**config.mk**
```make
export PLATFORM = sky130hd
export DESIGN_NAME = touch_hold_repeat_detector
export DESIGN_NICKNAME = d
export VERILOG_FILES = /design/src/hdl/thrd_pkg.sv /design/src/hdl/touch_hold_repeat_detector.sv
export SDC_FILE = /design/constraint.sdc
export NUM_CORES = 2
export LEC_CHECK = 0
export ABC_AREA = 1
export ABC_CLOCK_PERIOD_IN_PS = 8500
export BUFFER_PORTS_ARGS = -buffer_cell sky130_fd_sc_hd__buf_2
export CORE_AREA = 2 2 259 261
export CTS_CLUSTER_DIAMETER = 80
export DETAILED_ROUTE_END_ITERATION = 8
export DIE_AREA = 0 0 261 263
export PLACE_DENSITY = 0.77
export SETUP_SLACK_MARGIN = 0.02
export SYNTH_ARGS = -nofsm -noshare
export SYNTH_HDL_FRONTEND = slang
export SYNTH_SLANG_ARGS = --single-unit
```
**constraint.sdc**
```tcl
create_clock -name clk -period 8.5 [get_ports clk]
set_clock_uncertainty 0.1 [all_clocks]
set_input_delay 1.7 -clock clk [delete_from_list [all_inputs] [get_ports clk]]
set_output_delay 1.7 -clock clk [all_outputs]
set_load 0.02 [all_outputs]
```
**src/hdl/thrd_pkg.sv**
```systemverilog
// Shared types and constants for the touch hold and auto-repeat detector.
`default_nettype none

package thrd_pkg;

  // Input request commands
  typedef enum logic [1:0] {
    CMD_TICK    = 2'd0,
    CMD_PRESS   = 2'd1,
    CMD_MOVE    = 2'd2,
    CMD_RELEASE = 2'd3
  } thrd_cmd_t;

  // Register index, taken from the word address of the configuration port
  typedef enum logic [2:0] {
    REG_CENTRE_X     = 3'd0,
    REG_CENTRE_Y     = 3'd1,
    REG_ZONE_RADIUS  = 3'd2,
    REG_DELAY_TICKS  = 3'd3,
    REG_REPEAT_TICKS = 3'd4
  } thrd_reg_t;

  localparam int unsigned ADDR_W  = 5;
  localparam int unsigned COORD_W = 16;
  localparam int unsigned RAD_W   = 15;
  localparam int unsigned TICK_W  = 16;
  localparam int unsigned COUNT_W = 16;

  // Repeat interval that disables auto-repeat
  localparam logic [TICK_W-1:0]  INFINITE  = '0;
  localparam logic [TICK_W-1:0]  TICK_MAX  = '1;
  localparam logic [COUNT_W-1:0] COUNT_MAX = '1;

endpackage

`default_nettype wire

```
**src/hdl/touch_hold_repeat_detector.sv**
```systemverilog
// Top level of the touch hold detector with auto-repeat over a circular zone.
`default_nettype none

// Each request is a tick, press, move or release with a position. A press
// strictly inside the circle around the configured centre arms a tick timer;
// after delay_ticks ticks a count of 1 is reported, then one further count
// every repeat_ticks ticks (zero disables repeats). A move outside the circle
// or any release disarms the timer and, if a hold had been reported, emits a
// final count of 0. The block takes one request per clock cycle unless a
// stalled result holds the pipeline. A request passes through the input
// register, then the squaring stage (two 17x17 multipliers), then the output
// register, which is loaded from the distance compare and the timer update.
// While the output register holds a result that is stalled, the whole
// pipeline holds. Configuration is to be written through the APB-style port
// only while idle; the block itself does not enforce this.

module touch_hold_repeat_detector (
  input  wire logic                             clk,
  input  wire logic                             rst_n,
  // Request channel
  input  wire logic                             in_valid,
  output logic                                  in_stall,
  input  wire logic [1:0]                       in_command,
  input  wire logic signed [thrd_pkg::COORD_W-1:0] in_pos_x,
  input  wire logic signed [thrd_pkg::COORD_W-1:0] in_pos_y,
  // Result channel
  output logic                                  out_valid,
  input  wire logic                             out_stall,
  output logic [thrd_pkg::COUNT_W-1:0]          out_hold_count,
  // Configuration port
  input  wire logic                             psel,
  input  wire logic                             penable,
  input  wire logic                             pwrite,
  input  wire logic [thrd_pkg::ADDR_W-1:0]      paddr,
  input  wire logic [31:0]                      pwdata,
  output logic [31:0]                           prdata,
  output logic                                  pready
);

  localparam int unsigned DIFF_W = thrd_pkg::COORD_W + 1;
  localparam int unsigned SQ_W   = 2 * thrd_pkg::COORD_W;
  localparam int unsigned R2_W   = 2 * thrd_pkg::RAD_W;

  // Configuration registers
  logic signed [thrd_pkg::COORD_W-1:0] centre_x_r;
  logic signed [thrd_pkg::COORD_W-1:0] centre_y_r;
  logic [thrd_pkg::RAD_W-1:0]          zone_radius_r;
  logic [R2_W-1:0]                     radius_sq_r;
  logic [thrd_pkg::TICK_W-1:0]         delay_ticks_r;
  logic [thrd_pkg::TICK_W-1:0]         repeat_ticks_r;

  logic            cfg_write;
  thrd_pkg::thrd_reg_t cfg_reg;

  // Pipeline registers
  logic                                s1_valid_r;
  thrd_pkg::thrd_cmd_t                 s1_cmd_r;
  logic signed [thrd_pkg::COORD_W-1:0] s1_x_r;
  logic signed [thrd_pkg::COORD_W-1:0] s1_y_r;

  logic                                s2_valid_r;
  thrd_pkg::thrd_cmd_t                 s2_cmd_r;
  logic [SQ_W-1:0]                     s2_dx_sq_r;
  logic [SQ_W-1:0]                     s2_dy_sq_r;

  // Detector state
  logic                                armed_r, armed_nxt;
  logic                                held_r, held_nxt;
  logic [thrd_pkg::TICK_W-1:0]         elapsed_r, elapsed_nxt;
  logic [thrd_pkg::COUNT_W-1:0]        detections_r, detections_nxt;

  // Output register
  logic                                out_valid_r;
  logic [thrd_pkg::COUNT_W-1:0]        out_hold_count_r;

  logic                                advance;
  logic signed [DIFF_W-1:0]            dx, dy;
  logic signed [2*DIFF_W-1:0]          dx_sq, dy_sq;
  logic [SQ_W:0]                       dist_sq;
  logic                                zone_hit;
  logic [thrd_pkg::TICK_W-1:0]         elapsed_inc;
  logic                                emit;
  logic [thrd_pkg::COUNT_W-1:0]        emit_count;

  // Configuration access
  assign pready    = 1'b1;
  assign cfg_write = psel && penable && pwrite && pready;
  assign cfg_reg   = thrd_pkg::thrd_reg_t'(paddr[thrd_pkg::ADDR_W-1:2]);

  always_ff @(posedge clk) begin
    if (!rst_n) begin
      centre_x_r     <= '0;
      centre_y_r     <= '0;
      zone_radius_r  <= '0;
      radius_sq_r    <= '0;
      delay_ticks_r  <= '0;
      repeat_ticks_r <= '0;
    end else if (cfg_write) begin
      case (cfg_reg)
        thrd_pkg::REG_CENTRE_X: centre_x_r <= pwdata[thrd_pkg::COORD_W-1:0];
        thrd_pkg::REG_CENTRE_Y: centre_y_r <= pwdata[thrd_pkg::COORD_W-1:0];
        thrd_pkg::REG_ZONE_RADIUS: begin
          zone_radius_r <= pwdata[thrd_pkg::RAD_W-1:0];
          radius_sq_r   <= pwdata[thrd_pkg::RAD_W-1:0] * pwdata[thrd_pkg::RAD_W-1:0];
        end
        thrd_pkg::REG_DELAY_TICKS:  delay_ticks_r  <= pwdata[thrd_pkg::TICK_W-1:0];
        thrd_pkg::REG_REPEAT_TICKS: repeat_ticks_r <= pwdata[thrd_pkg::TICK_W-1:0];
        default: ;
      endcase
    end
  end

  // Register read-back
  always_comb begin
    prdata = '0;
    case (cfg_reg)
      thrd_pkg::REG_CENTRE_X:     prdata = {{(32-thrd_pkg::COORD_W){centre_x_r[15]}}, centre_x_r};
      thrd_pkg::REG_CENTRE_Y:     prdata = {{(32-thrd_pkg::COORD_W){centre_y_r[15]}}, centre_y_r};
      thrd_pkg::REG_ZONE_RADIUS:  prdata = {{(32-thrd_pkg::RAD_W){1'b0}}, zone_radius_r};
      thrd_pkg::REG_DELAY_TICKS:  prdata = {{(32-thrd_pkg::TICK_W){1'b0}}, delay_ticks_r};
      thrd_pkg::REG_REPEAT_TICKS: prdata = {{(32-thrd_pkg::TICK_W){1'b0}}, repeat_ticks_r};
      default:                    prdata = '0;
    endcase
  end

  // The whole pipeline moves unless a result waits on a stalled output
  assign advance  = !(out_valid_r && out_stall);
  assign in_stall = !advance;

  always_ff @(posedge clk) begin
    if (!rst_n) begin
      s1_valid_r <= 1'b0;
      s2_valid_r <= 1'b0;
    end else if (advance) begin
      s1_valid_r <= in_valid;
      s2_valid_r <= s1_valid_r;
    end
  end

  // Input register
  always_ff @(posedge clk) begin
    if (advance && in_valid) begin
      s1_cmd_r <= thrd_pkg::thrd_cmd_t'(in_command);
      s1_x_r   <= in_pos_x;
      s1_y_r   <= in_pos_y;
    end
  end

  // Offsets from the centre and their squares
  assign dx    = DIFF_W'(s1_x_r) - DIFF_W'(centre_x_r);
  assign dy    = DIFF_W'(s1_y_r) - DIFF_W'(centre_y_r);
  assign dx_sq = dx * dx;
  assign dy_sq = dy * dy;

  always_ff @(posedge clk) begin
    if (advance && s1_valid_r) begin
      s2_cmd_r   <= s1_cmd_r;
      s2_dx_sq_r <= dx_sq[SQ_W-1:0];
      s2_dy_sq_r <= dy_sq[SQ_W-1:0];
    end
  end

  // Strict inside test against the squared radius
  assign dist_sq  = {1'b0, s2_dx_sq_r} + {1'b0, s2_dy_sq_r};
  assign zone_hit = dist_sq < {{(SQ_W+1-R2_W){1'b0}}, radius_sq_r};

  assign elapsed_inc = (elapsed_r == thrd_pkg::TICK_MAX) ? elapsed_r : elapsed_r + 1'b1;

  function automatic logic [thrd_pkg::COUNT_W-1:0] COUNT_W1();
    return {{(thrd_pkg::COUNT_W-1){1'b0}}, 1'b1};
  endfunction

  // Timer and hold state update
  always_comb begin
    armed_nxt      = armed_r;
    held_nxt       = held_r;
    elapsed_nxt    = elapsed_r;
    detections_nxt = detections_r;
    emit           = 1'b0;
    emit_count     = '0;
    case (s2_cmd_r)
      thrd_pkg::CMD_TICK: begin
        if (armed_r) begin
          elapsed_nxt = elapsed_inc;
          if (detections_r == '0) begin
            if (elapsed_inc >= delay_ticks_r) begin
              held_nxt       = 1'b1;
              detections_nxt = COUNT_W1();
              elapsed_nxt    = '0;
              emit           = 1'b1;
              emit_count     = COUNT_W1();
            end
          end else if (repeat_ticks_r != thrd_pkg::INFINITE &&
                       elapsed_inc >= repeat_ticks_r) begin
            if (detections_r != thrd_pkg::COUNT_MAX) begin
              detections_nxt = detections_r + 1'b1;
            end
            elapsed_nxt = '0;
            emit        = 1'b1;
            emit_count  = (detections_r != thrd_pkg::COUNT_MAX) ?
                          detections_r + 1'b1 : detections_r;
          end
        end
      end
      thrd_pkg::CMD_PRESS: begin
        if (zone_hit) begin
          armed_nxt      = 1'b1;
          elapsed_nxt    = '0;
          detections_nxt = '0;
        end
      end
      thrd_pkg::CMD_MOVE, thrd_pkg::CMD_RELEASE: begin
        // A move that stays inside leaves the hold alone
        if (s2_cmd_r == thrd_pkg::CMD_RELEASE || !zone_hit) begin
          armed_nxt   = 1'b0;
          elapsed_nxt = '0;
          if (held_r) begin
            held_nxt       = 1'b0;
            detections_nxt = '0;
            emit           = 1'b1;
            emit_count     = '0;
          end
        end
      end
      default: ;
    endcase
  end

  always_ff @(posedge clk) begin
    if (!rst_n) begin
      armed_r      <= 1'b0;
      held_r       <= 1'b0;
      elapsed_r    <= '0;
      detections_r <= '0;
      out_valid_r  <= 1'b0;
    end else if (advance) begin
      out_valid_r <= s2_valid_r && emit;
      if (s2_valid_r) begin
        armed_r      <= armed_nxt;
        held_r       <= held_nxt;
        elapsed_r    <= elapsed_nxt;
        detections_r <= detections_nxt;
      end
    end
  end

  // Result register
  always_ff @(posedge clk) begin
    if (advance && s2_valid_r && emit) begin
      out_hold_count_r <= emit_count;
    end
  end

  assign out_valid      = out_valid_r;
  assign out_hold_count = out_hold_count_r;

  // The timer is cleared whenever the detector is disarmed
  a_idle_timer_clear: assert property (@(posedge clk) disable iff (!rst_n)
    !armed_r |-> elapsed_r == '0)
    else $error("elapsed ticks nonzero while disarmed");

  // A nonzero count always belongs to a reported hold
  a_count_needs_hold: assert property (@(posedge clk) disable iff (!rst_n)
    detections_r != '0 |-> held_r)
    else $error("detection count without a hold");

  // The input side only stalls behind a waiting result
  a_stall_cause: assert property (@(posedge clk) disable iff (!rst_n)
    in_stall |-> out_valid_r)
    else $error("input stalled with an empty output register");

  // A result produced by the update stage reaches the output register
  a_result_lands: assert property (@(posedge clk) disable iff (!rst_n)
    advance && s2_valid_r && emit |=> out_valid_r && out_hold_count_r == $past(emit_count))
    else $error("result lost between update and output register");

  // The end-of-hold marker leaves the hold cleared
  a_end_marker: assert property (@(posedge clk) disable iff (!rst_n)
    out_valid_r && out_hold_count_r == '0 |-> !held_r)
    else $error("end-of-hold result while hold still set");

endmodule

`default_nettype wire

```
==> results.json <==
{
  "yosys.cell_types.count": 63,
  "yosysSeqAreaShare": 0.161,
  "status": "completed",
  "dieArea_um2": 68600,
  "dpl_cell_area_um2": 40800,
  "cts.htree.levels": 1,
  "antenna_found_initial": 1,
  "die_h_um": 263,
  "grt_pass1_vias": 30929,
  "cts_sinks": 258,
  "drt-met1-wl_um": 36000,
  "timing.fmax_ghz": 0.124,
  "drtAntennaViolNets": 0,
  "fillers": 5502,
  "clock_path_buffers": 3,
  "avgSynthCellArea_um2": 8.46,
  "io_pins": 129,
  "io_buffers": 109,
  "arrival_ns": 8.24,
  "critPathBufInv": 5,
  "cp-end-kind": "flop",
  "worst_setup_path_start_kind": "flop",
  "wl_per_cell_um": 16.5,
  "gp_congestion": 0.935,
  "clockRootBuffer": "clkbuf_16",
  "syn-instance-count": 4632,
  "worst_pin_slew_ns": 1.19,
  "top_layer": "met4",
  "cts-buffers-inserted": 28,
  "postLayoutCellArea_um2": 41800,
  "path_class": "reg -> reg",
  "worstHoldPathType": "reg -> reg",
  "seq_area_um2": 6310,
  "final_common_cell": "inv_1",
  "slowest_delay_ns": 0.69,
  "syn_to_final_growth_pct": 6.73,
  "pre_cts_ws_ns": 0.363,
  "fin_ws_ns": 0.462,
  "postCtsHoldBufs": 0,
  "hold_viol": 0,
  "nets": 5822,
  "crit_required_ns": 8.70,
  "synth_area_um2": 39200,
  "track_usage": 0.278,
  "async_reset_ff_frac": 0,
  "rows": 94,
  "coreArea_um2": 65600,
  "overflow": 0,
  "via_per_inst": 5.35,
  "crit_top_cell": "fa_1",
  "mostFrequentLayoutCells": "inv_1, fa_1, nand2_1, nor2_1, ha_1",
  "slowest_stage": "fa_2",
  "fin_crit_ns": 8.04,
  "cap_violations": 0,
  "synth_edf_count": 114,
  "tns_ns": 0,
  "dr_wl_met2_um": 45600,
  "path_max_fanout": 20,
  "fp.dieW_um": 261,
  "ys_seq_elements": 258,
  "diodes": 0,
  "final_max_slew_viol_count": 0,
  "drc": 0,
  "largestRegisters": "s2_dx_sq_r x31, s2_dy_sq_r x31, radius_sq_r x28",
  "setup_viol": 0,
  "critical_path.top_delay_family": "adder cells",
  "cts_tree": "yes",
  "start_util": 0.597,
  "postLayoutCoreUtil": 0.637,
  "rsz0062_at_grt": "no",
  "route.met3.wl_um": 6740,
  "dp_hpwl_um": 76900,
  "synth_fp_nets": 5737,
  "via_count": 29962,
  "detail_route.iter0.violations": 2292,
  "grt_max_degree": 109,
  "multiInputGateArea_um2": 27800,
  "layout-drive-gt1-share": 0.0648,
  "clk_latency_ns": 0.59,
  "first_pass_iters": 6,
  "yosysWarnings": 0,
  "grt_pass1_wl_um": 152000,
  "routed_wl_um": 92200,
  "path_clk_slew_ns": 0.07,
  "dominantRegCellSynth": "dfxtp_1",
  "min_period_over_period": 0.946,
  "maxSlewHeadroom": 0.207
}
==> Yosys cell counts, types with 4 or more instances <==
cell type     n  area [µm²]
a21oi_2       5        43.8
nand2_1     598        2240
buf_2        14        70.1
o22ai_1      15        93.8
o21ai_0     211        1060
edfxtp_1    114        3420
xor2_1      113         990
nor4_1       12        75.1
nand2_2      13        81.3
a31oi_1       5        31.3
o21bai_1      9        67.6
buf_1         8        30.0
nand3_1      71         355
o21ai_2      14         123
xnor2_1      64         561
a21o_1       15         113
nor2_2        8        50.1
buf_4        17         128
nand3b_1      4        30.0
a221oi_1     11        96.3
nor3_1       33         165
o211ai_1      6        45.0
clkinv_1      9        33.8
clkbuf_1     85         319
o21a_1        6        45.0
dfxtp_1     144        2880
a21boi_0      5        37.5
nand4_1      14        87.6
o21ai_1       9        45.0
nor2_1      419        1570
o31ai_1       7        52.6
ha_1        374        4680
or2_2         6        37.5
fa_1        653       13100
a21oi_1     299        1500
nor4_2        4        50.1
inv_1      1198        4500
==> layer usage <==
metal  track usage  vias to the layer above
li1              -                    14224
met1         0.354                    14624
met2         0.478                      940
met3        0.0415                      174
met4         0.102                        0
met5             0                        -
==> area by class of cell <==
class,instances,share of cell area
well taps,864,0.0258
flip-flops and latches,258,0.151
repair buffers,182,0.0264
multi-input cells,3036,0.665
clock inverters,17,0.00506
inverters,1211,0.109
clock buffers,35,0.0186
==> cells by family after synthesis <==
family	synth area share
buf+inv	0.131
simple gates	0.123
fa+ha+maj	0.453
compound gates	0.0896
flops	0.161
xor+xnor	0.0421
other cells	0.0000957
==> per-stage QoR <==
stage / cells / hold WS [ns]
2_1_floorplan: 4632 / 0.300
6_report: 5603 / 0.359
4_1_cts: 5599 / 0.367
3_3_place_gp: 5547 / 0.346
5_1_grt: 5603 / 0.361
3_5_place_dp: 5547 / 0.352
==> worst paths after layout <==
check / slack [ns] / to / startpoint / cells after the start
worst max register to register: 0.46 / s2_dx_sq_r[30]$_DFFE_PP_ / centre_x_r[0]$_SDFFE_PN0P_ / 29
worst min-delay path: 0.36 / s2_cmd_r[1]$_DFFE_PP_ / s1_cmd_r[1]$_DFFE_PP_ / 0
worst max-delay path: 0.46 / s2_dx_sq_r[30]$_DFFE_PP_ / centre_x_r[0]$_SDFFE_PN0P_ / 29
worst min register to register: 0.36 / s2_cmd_r[1]$_DFFE_PP_ / s1_cmd_r[1]$_DFFE_PP_ / 0
==> timing repair <==
item | CTS | global route
setup buffers | 0 | 4
hold endpoints to repair | 0 | 0
endpoints found under the setup margin | 0 | 7
resized for setup | 0 | 9
Power is left out: the tool's default activity adds up to more than one toggle a clock period on the data nets, which glitch-free logic cannot reach.
